[src/hw/rtl/joint_to_motor_pwm_decoupler_macros.svh]
// Assertion helpers, clocked on the rising edge, disabled while reset is low.
`ifndef JOINT_TO_MOTOR_PWM_DECOUPLER_MACROS_SVH
`define JOINT_TO_MOTOR_PWM_DECOUPLER_MACROS_SVH

// Same-cycle implication.
`define JMPD_ASSERT_IMPL(lbl, clk, rst_n, ante, cons, msg) \
  lbl: assert property (@(posedge clk) disable iff (!rst_n) (ante) |-> (cons)) \
    else $error(msg);

// Next-cycle implication.
`define JMPD_ASSERT_NEXT(lbl, clk, rst_n, ante, cons, msg) \
  lbl: assert property (@(posedge clk) disable iff (!rst_n) (ante) |=> (cons)) \
    else $error(msg);

`endif

[src/hw/rtl/jmpd_pkg.sv]
`timescale 1ns / 1ps

package jmpd_pkg;

  // Motor slots provided by the board.
  localparam int unsigned MotorSlots = 4;
  localparam int unsigned OutMotors  = 4;

  // Item opcodes
  localparam logic OpStatus  = 1'b0;
  localparam logic OpCompute = 1'b1;

  // Board modes
  localparam logic [2:0] ModeShoulder = 3'd0;
  localparam logic [2:0] ModeWaist    = 3'd1;
  localparam logic [2:0] ModeUpperLeg = 3'd2;
  localparam logic [2:0] ModeAnkle    = 3'd3;
  localparam logic [2:0] ModeNone     = 3'd4;

  // Configuration register indexes
  localparam logic [1:0] CfgBoardMode  = 2'd0;
  localparam logic [1:0] CfgMotorCount = 2'd1;
  localparam logic [1:0] CfgPwmLimit   = 2'd2;

  localparam int unsigned CfgIdxW  = 2;
  localparam int unsigned CfgDataW = 15;

  // Reset values
  localparam logic [2:0]  BoardModeRst  = ModeNone;
  localparam logic [2:0]  MotorCountRst = 3'd4;
  localparam logic [14:0] PwmLimitRst   = 15'h7fff;

  typedef struct packed {
    logic               opcode;
    logic [1:0]         motor_index;
    logic               motor_error;
    logic signed [15:0] joint_pwm_0;
    logic signed [15:0] joint_pwm_1;
    logic signed [15:0] joint_pwm_2;
    logic signed [15:0] joint_pwm_3;
    logic               stiff_0;
    logic               stiff_1;
    logic               stiff_2;
  } in_item_t;

  typedef struct packed {
    logic signed [15:0] motor_pwm_0;
    logic signed [15:0] motor_pwm_1;
    logic signed [15:0] motor_pwm_2;
    logic signed [15:0] motor_pwm_3;
    logic [3:0]         halt_mask;
  } out_item_t;

endpackage

[src/hw/rtl/jmpd_if.sv]
`timescale 1ns / 1ps

// Joint command channel.
interface jmpd_in_if;
  logic               valid;
  logic               ready;
  jmpd_pkg::in_item_t payload;

  modport source (output valid, output payload, input ready);
  modport sink   (input valid, input payload, output ready);
endinterface

// Motor command channel.
interface jmpd_out_if;
  logic                valid;
  logic                ready;
  jmpd_pkg::out_item_t payload;

  modport source (output valid, output payload, input ready);
  modport sink   (input valid, input payload, output ready);
endinterface

[src/hw/rtl/joint_to_motor_pwm_decoupler.sv]
`timescale 1ns / 1ps
// Two register stages: a compute item passes the input register, then the result register, before out_o.
// Throughput: one item per cycle; a status item leaves the input register next cycle.
// Rate is set by the single result register, held while out_o stalls.
// Reset: board_mode none, motor_count 4, pwm_limit 32767, idle mask clear,
// both pipeline registers empty.
`include "joint_to_motor_pwm_decoupler_macros.svh"

module joint_to_motor_pwm_decoupler (
  input  logic                                clk_i,
  input  logic                                rst_ni,
  jmpd_in_if.sink                             in_i,
  jmpd_out_if.source                          out_o,
  input  logic                                cfg_we_i,
  input  logic [jmpd_pkg::CfgIdxW-1:0]        cfg_idx_i,
  input  logic [jmpd_pkg::CfgDataW-1:0]       cfg_data_i
);

  // ---------------------------------------------------------------------------
  // Configuration registers
  // ---------------------------------------------------------------------------
  logic [2:0]  board_mode_q;
  logic [2:0]  motor_count_q;
  logic [14:0] pwm_limit_q;

  always_ff @(posedge clk_i or negedge rst_ni) begin
    if (!rst_ni) begin
      board_mode_q  <= jmpd_pkg::BoardModeRst;
      motor_count_q <= jmpd_pkg::MotorCountRst;
      pwm_limit_q   <= jmpd_pkg::PwmLimitRst;
    end else if (cfg_we_i) begin
      case (cfg_idx_i)
        jmpd_pkg::CfgBoardMode:  board_mode_q  <= cfg_data_i[2:0];
        jmpd_pkg::CfgMotorCount: motor_count_q <= cfg_data_i[2:0];
        jmpd_pkg::CfgPwmLimit:   pwm_limit_q   <= cfg_data_i[14:0];
        default: ; // writes beyond the register list are dropped
      endcase
    end
  end

  // ---------------------------------------------------------------------------
  // Handshake and pipeline control
  // ---------------------------------------------------------------------------
  logic               s1_valid_q, s1_valid_d;
  jmpd_pkg::in_item_t s1_q;
  logic               out_valid_q, out_valid_d;
  jmpd_pkg::out_item_t out_q, out_d;
  logic [3:0]         idle_mask_q, idle_mask_d;

  logic in_xfer, out_xfer, s1_adv, s1_status, in_ready;

  assign s1_status = (s1_q.opcode == jmpd_pkg::OpStatus);
  assign out_xfer  = out_valid_q & out_o.ready;
  // Status items never occupy the result register, so they always move on.
  assign s1_adv    = s1_valid_q & (s1_status | !out_valid_q | out_o.ready);
  assign in_ready  = !s1_valid_q | s1_adv;
  assign in_xfer   = in_i.valid & in_ready;

  assign in_i.ready    = in_ready;
  assign out_o.valid   = out_valid_q;
  assign out_o.payload = out_q;

  always_comb begin
    s1_valid_d = s1_valid_q;
    if (in_xfer) begin
      s1_valid_d = 1'b1;
    end else if (s1_adv) begin
      s1_valid_d = 1'b0;
    end
  end

  always_comb begin
    out_valid_d = out_valid_q;
    if (s1_adv && !s1_status) begin
      out_valid_d = 1'b1;
    end else if (out_xfer) begin
      out_valid_d = 1'b0;
    end
  end

  // Idle mask is updated as the status item retires, keeping item order.
  always_comb begin
    idle_mask_d = idle_mask_q;
    if (s1_adv && s1_status) begin
      idle_mask_d[s1_q.motor_index] = s1_q.motor_error;
    end
  end

  always_ff @(posedge clk_i or negedge rst_ni) begin
    if (!rst_ni) begin
      s1_valid_q  <= 1'b0;
      out_valid_q <= 1'b0;
      idle_mask_q <= 4'h0;
    end else begin
      s1_valid_q  <= s1_valid_d;
      out_valid_q <= out_valid_d;
      idle_mask_q <= idle_mask_d;
    end
  end

  always_ff @(posedge clk_i) begin
    if (in_xfer) begin
      s1_q <= in_i.payload;
    end
    if (s1_adv && !s1_status) begin
      out_q <= out_d;
    end
  end

  // ---------------------------------------------------------------------------
  // Coupling arithmetic
  // ---------------------------------------------------------------------------
  // 65/40 reduces to 13/8: trunc(13*j/8), cut to 16 bits.
  function automatic logic signed [15:0] mul13_div8(input logic signed [15:0] j);
    logic signed [19:0] p;
    logic signed [19:0] b;
    p = (20'(j) <<< 3) + (20'(j) <<< 2) + 20'(j);
    b = p + (p[19] ? 20'sd7 : 20'sd0); // bias so the shift rounds toward zero
    return b[18:3];
  endfunction

  // 40/65 reduces to 8/13: magnitude divided by 13 through a reciprocal,
  // ceil(2^22/13) = 322639, exact for the 19-bit magnitudes seen here.
  function automatic logic signed [15:0] mul8_div13(input logic signed [15:0] j);
    logic [16:0] mag;
    logic [19:0] m;
    logic [38:0] prod;
    logic [15:0] q;
    mag  = j[15] ? (17'd0 - 17'(j)) : 17'(j);
    m    = {mag, 3'b000};
    prod = 39'(m) * 39'd322639;
    q    = prod[37:22];
    return j[15] ? (16'd0 - q) : q;
  endfunction

  // trunc((a +/- b)/2), cut to 16 bits.
  function automatic logic signed [15:0] half_trunc(input logic signed [16:0] s);
    logic signed [16:0] b;
    b = s + (s[16] ? 17'sd1 : 17'sd0);
    return b[16:1];
  endfunction

  logic signed [15:0] j0, j1, j2, j3;
  logic signed [15:0] mo [jmpd_pkg::OutMotors];
  logic signed [15:0] mc [jmpd_pkg::OutMotors];
  logic [3:0]         stop;
  logic signed [15:0] t, u;

  assign j0 = s1_q.joint_pwm_0;
  assign j1 = s1_q.joint_pwm_1;
  assign j2 = s1_q.joint_pwm_2;
  assign j3 = s1_q.joint_pwm_3;

  always_comb begin
    for (int k = 0; k < jmpd_pkg::OutMotors; k++) begin
      mo[k] = 16'sd0;
    end
    stop = 4'h0;
    t    = 16'sd0;
    u    = 16'sd0;
    case (board_mode_q)
      jmpd_pkg::ModeShoulder: begin
        if (|idle_mask_q[2:0]) begin
          stop[2:0] = 3'b111;
        end else begin
          mo[0] = j0;
          t     = s1_q.stiff_0 ? (16'sd0 - mul13_div8(j0)) : 16'sd0;
          mo[1] = t;
          mo[2] = t;
          if (s1_q.stiff_1) begin
            t     = mul13_div8(j1);
            mo[1] = mo[1] + t;
            mo[2] = mo[2] + t;
          end else begin
            mo[0] = mo[0] + j1;
            mo[1] = mo[1] + mul8_div13(j1);
          end
          if (s1_q.stiff_2) begin
            mo[2] = mo[2] + mul13_div8(j2);
          end else begin
            u     = mul8_div13(j2);
            mo[1] = mo[1] - u;
            mo[2] = mo[2] + u;
          end
        end
        if (idle_mask_q[3]) begin
          stop[3] = 1'b1;
        end else begin
          mo[3] = j3;
        end
      end
      jmpd_pkg::ModeWaist: begin
        if (|idle_mask_q[2:0]) begin
          stop[2:0] = 3'b111;
        end else begin
          mo[0] = half_trunc(17'(j0) - 17'(j1));
          mo[1] = half_trunc(17'(j0) + 17'(j1));
          mo[2] = j2;
        end
      end
      jmpd_pkg::ModeUpperLeg: begin
        if (idle_mask_q[0]) stop[0] = 1'b1; else mo[0] = j0;
        if (idle_mask_q[1]) stop[1] = 1'b1; else mo[1] = j1;
        if (idle_mask_q[2]) stop[2] = 1'b1; else mo[2] = j2;
        if (idle_mask_q[3]) stop[3] = 1'b1; else mo[3] = j3;
      end
      jmpd_pkg::ModeAnkle: begin
        if (idle_mask_q[0]) stop[0] = 1'b1; else mo[0] = j0;
        if (idle_mask_q[1]) stop[1] = 1'b1; else mo[1] = j1;
      end
      default: ; // none and unknown modes: all zero, no stop bits
    endcase
  end

  // Symmetric clamp on used motors; counts above the slots saturate.
  logic signed [16:0] lim_pos, lim_neg;
  assign lim_pos = signed'({2'b00, pwm_limit_q});
  assign lim_neg = 17'sd0 - lim_pos;

  always_comb begin
    for (int k = 0; k < jmpd_pkg::OutMotors; k++) begin
      mc[k] = mo[k];
      if ((32'(motor_count_q) > k) && (k < jmpd_pkg::MotorSlots)) begin
        if (17'(mo[k]) > lim_pos) begin
          mc[k] = lim_pos[15:0];
        end else if (17'(mo[k]) < lim_neg) begin
          mc[k] = lim_neg[15:0];
        end
      end
    end
  end

  always_comb begin
    out_d.motor_pwm_0 = mc[0];
    out_d.motor_pwm_1 = mc[1];
    out_d.motor_pwm_2 = mc[2];
    out_d.motor_pwm_3 = mc[3];
    out_d.halt_mask   = stop;
  end

  // ---------------------------------------------------------------------------
  // Assertions
  // ---------------------------------------------------------------------------
  // A result only appears from a compute item leaving the input register.
  `JMPD_ASSERT_IMPL(a_result_from_compute, clk_i, rst_ni, $rose(out_valid_q),
    $past(s1_valid_q && (s1_q.opcode == jmpd_pkg::OpCompute)), "result without compute item")

  // A retiring status item writes its idle bit.
  `JMPD_ASSERT_NEXT(a_status_updates_mask, clk_i, rst_ni, s1_adv && s1_status,
    idle_mask_q[$past(s1_q.motor_index)] == $past(s1_q.motor_error), "idle bit not updated")

  // Stopped motors carry a zero command.
  `JMPD_ASSERT_IMPL(a_stop_zero, clk_i, rst_ni, out_valid_q,
    (!out_q.halt_mask[0] || (out_q.motor_pwm_0 == 16'sd0)) &&
    (!out_q.halt_mask[1] || (out_q.motor_pwm_1 == 16'sd0)) &&
    (!out_q.halt_mask[2] || (out_q.motor_pwm_2 == 16'sd0)) &&
    (!out_q.halt_mask[3] || (out_q.motor_pwm_3 == 16'sd0)), "stopped motor not zero")

  // Motor 0 is within the limit whenever it is in use.
  `JMPD_ASSERT_IMPL(a_clamp_m0, clk_i, rst_ni, out_valid_q && (motor_count_q != 3'd0),
    (17'(out_q.motor_pwm_0) <= lim_pos) && (17'(out_q.motor_pwm_0) >= lim_neg),
    "motor 0 exceeds limit")

endmodule

[src/flat_wrapper.sv]
// flat-port wrapper written by rule: the top's interface ports become plain ports
module joint_to_motor_pwm_decoupler_flat 
  (clk_i, rst_ni, cfg_we_i, cfg_idx_i, cfg_data_i, in_i_valid, in_i_payload, in_i_ready, out_o_valid, out_o_payload, out_o_ready);
  jmpd_in_if in_i_i ();
  jmpd_out_if out_o_i ();
  input  logic clk_i;
  input  logic rst_ni;
  input  logic cfg_we_i;
  input  logic [jmpd_pkg::CfgIdxW-1:0] cfg_idx_i;
  input  logic [jmpd_pkg::CfgDataW-1:0] cfg_data_i;
  input wire logic [$bits(in_i_i.valid)-1:0] in_i_valid;
  input wire logic [$bits(in_i_i.payload)-1:0] in_i_payload;
  output wire logic [$bits(in_i_i.ready)-1:0] in_i_ready;
  output wire logic [$bits(out_o_i.valid)-1:0] out_o_valid;
  output wire logic [$bits(out_o_i.payload)-1:0] out_o_payload;
  input wire logic [$bits(out_o_i.ready)-1:0] out_o_ready;
  assign in_i_i.valid = in_i_valid;
  assign in_i_i.payload = in_i_payload;
  assign in_i_ready = in_i_i.ready;
  assign out_o_valid = out_o_i.valid;
  assign out_o_payload = out_o_i.payload;
  assign out_o_i.ready = out_o_ready;
  joint_to_motor_pwm_decoupler u_core (.clk_i(clk_i), .rst_ni(rst_ni), .in_i(in_i_i), .out_o(out_o_i), .cfg_we_i(cfg_we_i), .cfg_idx_i(cfg_idx_i), .cfg_data_i(cfg_data_i));
endmodule
[config.mk]
export PLATFORM = sky130hd
export DESIGN_NAME = joint_to_motor_pwm_decoupler_flat
export DESIGN_NICKNAME = d
export VERILOG_FILES = /design/src/hw/rtl/jmpd_pkg.sv /design/src/hw/rtl/jmpd_if.sv /design/src/hw/rtl/joint_to_motor_pwm_decoupler.sv /design/src/flat_wrapper.sv
export VERILOG_INCLUDE_DIRS = /design/src /design/src/hw/rtl
export SDC_FILE = /design/constraint.sdc
export NUM_CORES = 2
export LEC_CHECK = 0
export BUFFER_PORTS_ARGS = -buffer_cell sky130_fd_sc_hd__buf_2
export CAP_MARGIN = 20
export CORE_MARGIN = 5
export CORE_UTILIZATION = 40
export DETAILED_ROUTE_END_ITERATION = 8
export PLACE_DENSITY = 0.57
export SKIP_LAST_GASP = 1
export SLEW_MARGIN = 0
export SYNTH_ARGS = -nofsm -noshare
export SYNTH_HDL_FRONTEND = slang
export SYNTH_SLANG_ARGS = --single-unit
[constraint.sdc]
create_clock -name clk_i -period 16.6 [get_ports clk_i]
set_input_delay 0.83 -clock clk_i [delete_from_list [all_inputs] [get_ports clk_i]]
set_output_delay 0.83 -clock clk_i [all_outputs]
set_load 0.1 [all_outputs]
# == Word level (Yosys, flattened, before mapping) ==
# Cells that the tools add are included.
# classes
addsub,25
mul,2
order_cmp,14
n_eq_ne,5
muxes,54
n_bitwise,7
reduce_logical,16
# ops
operator,count
16-bit 2-to-1 mux,29
48-bit 2-to-1 mux,2
32-bit one-hot mux with 3 select lines,1
16-bit adder,5
17-bit by 19-bit multiplier with 35-bit output (second input constant),2
16-bit greater-than comparator,4
16-bit less-than comparator,4
19-bit by 18-bit adder with 20-bit output,3
20-bit by 16-bit adder with 20-bit output,3
19-bit adder,3
16-bit one-hot mux with 3 select lines,1
1-bit by 16-bit subtractor with 16-bit output (first input constant),3
17-bit adder,2
17-bit 2-to-1 mux,2
1-bit by 16-bit subtractor with 17-bit output (first input constant),2
16-bit by 16-bit adder with 17-bit output,1
16-bit by 16-bit subtractor with 17-bit output,1
1-bit by 15-bit subtractor with 16-bit output (first input constant),1
16-bit subtractor,1
3-bit 2-to-1 mux,4
1-bit 2-to-1 mux,11
3-bit by 2-bit == test with 1-bit output (second input constant),2
3-bit by 1-bit greater-than comparator with 1-bit output (second input constant),2
3-bit by 2-bit greater-than comparator with 1-bit output (second input constant),2
20 further kinds,32
# word_totals
regBits,166
out_inout_bits,70
word_cells,145

# == Depth between registers and ports, before layout ==
# depth
ltp_word,18
depth_mapped,61
mapped_depth_nobuf,59

# == Least setup slack after synthesis ==
# OpenSTA, ideal clock, no wires.
# synth_path
path_type,register -> register
start,register u_core.s1_q (netlist bit u_core.j1[1])
end,register u_core.out_q (netlist bit u_core.out_o.payload[41]) (data pin)
setup_ns,0.266
t_arrival_ns,11.909
t_required_ns,16.334
setup_slack_ns,4.425
path_stages_with_launch,55
n_path_buf,2
cell_sequence,edfxtp_1 -> inv_1 -> ha_1 -> and3_1 -> and3_1 -> nand3_1 -> nor2_1 -> inv_1 -> ha_1 -> inv_1 -> ha_1 -> inv_1 -> fa_1 -> inv_1 -> fa_1 -> fa_1 -> fa_1 -> inv_1 -> [... 19 more ...] -> o21ai_0 -> ha_1 -> a21o_1 -> a21o_1 -> a21oi_1 -> o311ai_0 -> and3_1 -> mux2i_2 -> nand2_2 -> ha_1 -> o21ai_0 -> o21a_1 -> and2_1 -> clkbuf_1 -> a31oi_4 -> buf_6 -> a22oi_1 -> o21ai_0
# synth_lines
element,line,rtl
from (decl),joint_to_motor_pwm_decoupler.sv:45,jmpd_pkg::in_item_t s1_q;
from (signal assigned),joint_to_motor_pwm_decoupler.sv:103,s1_q <= in_i.payload;
to (signal assigned),joint_to_motor_pwm_decoupler.sv:106,out_q <= out_d;
to (decl),joint_to_motor_pwm_decoupler.sv:47,"jmpd_pkg::out_item_t out_q, out_d;"

==> flow_summary.ini <==
[status]
status = completed

[timing]
min_period_ps = 14070
slew_headroom = 0.161
tightest_slew_ps = 1250
drv_slew = 0
rsz0062_at_grt = false
fmax_mhz = 71.1
fin_skew_ps = 18.2
setup_viol = 0
fin_crit_sh = 0.848
setup_tns_ps = 0
final-hold-violation-count = 0

[clocking]
cts_setup_buffers = 0
hold_buffers = 0
clk_pin_slew_ps = 80
numCtsBuffers = 17
cts_root_buf = clkbuf_16
clk_latency_ps = 480
ctsHtreeMaxLevel = 4
cts_sinks = 166
cts_resized = 0
cts_max_path_buffers = 2
tritoncts = yes

[die]
die-area_um2 = 87800
rows = 105
boundaryPins = 163
chipHeight_um = 296
coreArea_um2 = 81700
dieWidth_um = 296
start_util = 0.401

[worst_setup_path]
slowest_delay_ps = 680
path_class = flip-flop to flip-flop
crit_fanout = 11
slowest_stage = a221oi_1
reg2regPathDepth = 52
endpoint = u_core.out_o.payload[48]
endpoint_kind = flip-flop
critPathRequiredTime_ps = 16820
worstReg2RegStart = u_core.j1[0]
cp-start-kind = flip-flop
crit_top_cell = inv_1
rrSetupSlack_ps = 2530
startpoint = u_core.j1[0]
crit_arrival_ps = 14290
rr_endpoint = u_core.out_o.payload[48]

[logic_synthesis]
avgSynthCellArea_um2 = 8.87
yosys.cell_types.count = 114
synth_edf_count = 139
yosysTopAreaCellShare = 0.226
synthMostInstantiatedCell = ha_1
yosysSeqAreaShare = 0.149
synthFlopType = edfxtp_1
netlist_area_um2 = 32800
ys_top_cells_by_area = ha_1 (23%), fa_1 (16%), edfxtp_1 (13%)
synthArstFlopShare = 0.163
ys_warn_count = 0
ys_ff_latch = 166
synthTopCellsByCount = ha_1 (592), inv_1 (550), fa_1 (257)
syn-instance-count = 3695
synth_top_area_cell = ha_1

[cells_and_area]
final_util = 0.434
nets = 4776
instances_no_fill = 4922
area_growth_pct = 8.22
layout-drive-gt1-share = 0.0899

[route]
postRouteWirelength_um = 105000
viasPerCell = 5.60
wire_per_inst_um = 21.3
first_pass_iters = 6
drt_iter0_drc = 2546
drc = 0
routed-via-count = 27600
antenna_violating_nets_post_route = 0

[global_route]
grt_pass1_vias = 27000
grt_max_degree = 72
grt_pass1_wl_um = 160000
grt-ovfl-total = 0
track_usage = 0.236
antenna_found_initial = 6

[placement]
place_congestion = 0.974
port_buffers = 162
dp.cells = 4883
hpwl_um = 87600

[job]
drv_cap = 0

[min_path]
hold_path_class = input port to async pin
[flip-flops by register name, indices dropped and copies added (netlist names)]
register	cells
u_core.out_o.payload	68
u_core.j0	16
u_core.j1	16
u_core.j2	16
u_core.j3	16
u_core.pwm_limit_q	15
u_core.s1_q	7
u_core.idle_mask_q	4
u_core.board_mode_q	3
u_core.motor_count_q	3
u_core.out_o.valid	1
u_core.s1_valid_q	1
[layout by cell type, fill, tap and decap left out, drive strengths merged, types with 22 or more instances in the layout]
cell    count
a211oi     27
a21o       67
a21oi     209
a22oi      37
and3       25
buf       203
edfxtp    139
fa        257
ha        592
inv       555
mux2       30
mux2i      28
nand2     244
nand2b     35
nand3      74
nand4      31
nor2      174
nor2b      38
nor3       81
nor4       23
o21a       71
o21ai     204
o21bai     22
o22ai      29
o31ai      27
xnor2     178
xor2       74
[through the flow]
stage	worst slack [ps]	instance area [um2]	hold slack (ps)
finish	2530	35500	388
global route	1540	35500	418
detailed placement	2640	34900	529
floorplan	4430	32800	484
global placement	2720	34900	524
CTS	2580	35500	379
[how the worst min path moves through the flow]
stage,start,end,slack (ps),depth (start not counted)
final,rst_ni,u_core.motor_count_q[0],390,1
after global routing,rst_ni,u_core.motor_count_q[0],420,1
after CTS,rst_ni,u_core.motor_count_q[0],380,1
after detailed placement,u_core.idle_mask_q[1],u_core.idle_mask_q[1],530,1
after global placement,u_core.idle_mask_q[3],u_core.idle_mask_q[3],520,1
after floorplan,u_core.s1_valid_q,u_core.out_o.valid,480,2
[critical path, delay by kind of cell (launching register included)]
| family | cells | cell delay, ps |
|---|---|---|
| AND/OR/NAND/NOR | 10 | 1830 |
| XOR/XNOR | 3 | 480 |
| adder cells (fa/ha/maj) | 12 | 4860 |
| flip-flops | 1 | 660 |
| buffers and inverters | 9 | 1150 |
| AO/OA/AOI/OAI | 16 | 4380 |
| multiplexers | 2 | 450 |
[layout make-up]
| type | count | area, um2 |
|---|---|---|
| diodes | 5 | 12.5 |
| clock buffers | 18 | 429 |
| clock inverters | 14 | 163 |
| fillers | 8109 | 46200 |
| inverters | 552 | 2070 |
| multi-input cells | 2893 | 25500 |
| flip-flops and latches | 166 | 4870 |
| well taps | 1070 | 1340 |
| repair buffers | 204 | 1130 |
[per-layer routing]
| metal | part of all wire | vias up | track usage |
|---|---|---|---|
| li1 | - | 13200 | - |
| met1 | 0.47 | 13300 | 0.346 |
| met2 | 0.43 | 970 | 0.355 |
| met3 | 0.083 | 118 | 0.0570 |
| met4 | 0.019 | 2 | 0.0499 |
| met5 | 0.00012 | - | 0 |
[kinds of logic after synthesis]
kind of cell / Yosys count / share of synthesized area
AOI/OAI and AO/OA: 887 / 0.179
xor gates and xnor gates: 254 / 0.0689
adders and majority gates: 849 / 0.383
buffers and inverters: 645 / 0.0761
DFF: 166 / 0.149
muxes: 58 / 0.0191
other: 2 / 0.000229
and+or+nand+nor: 834 / 0.126
Power is left out: the tool's default activity adds up to more than one toggle a clock period on the data nets, which glitch-free logic cannot reach.
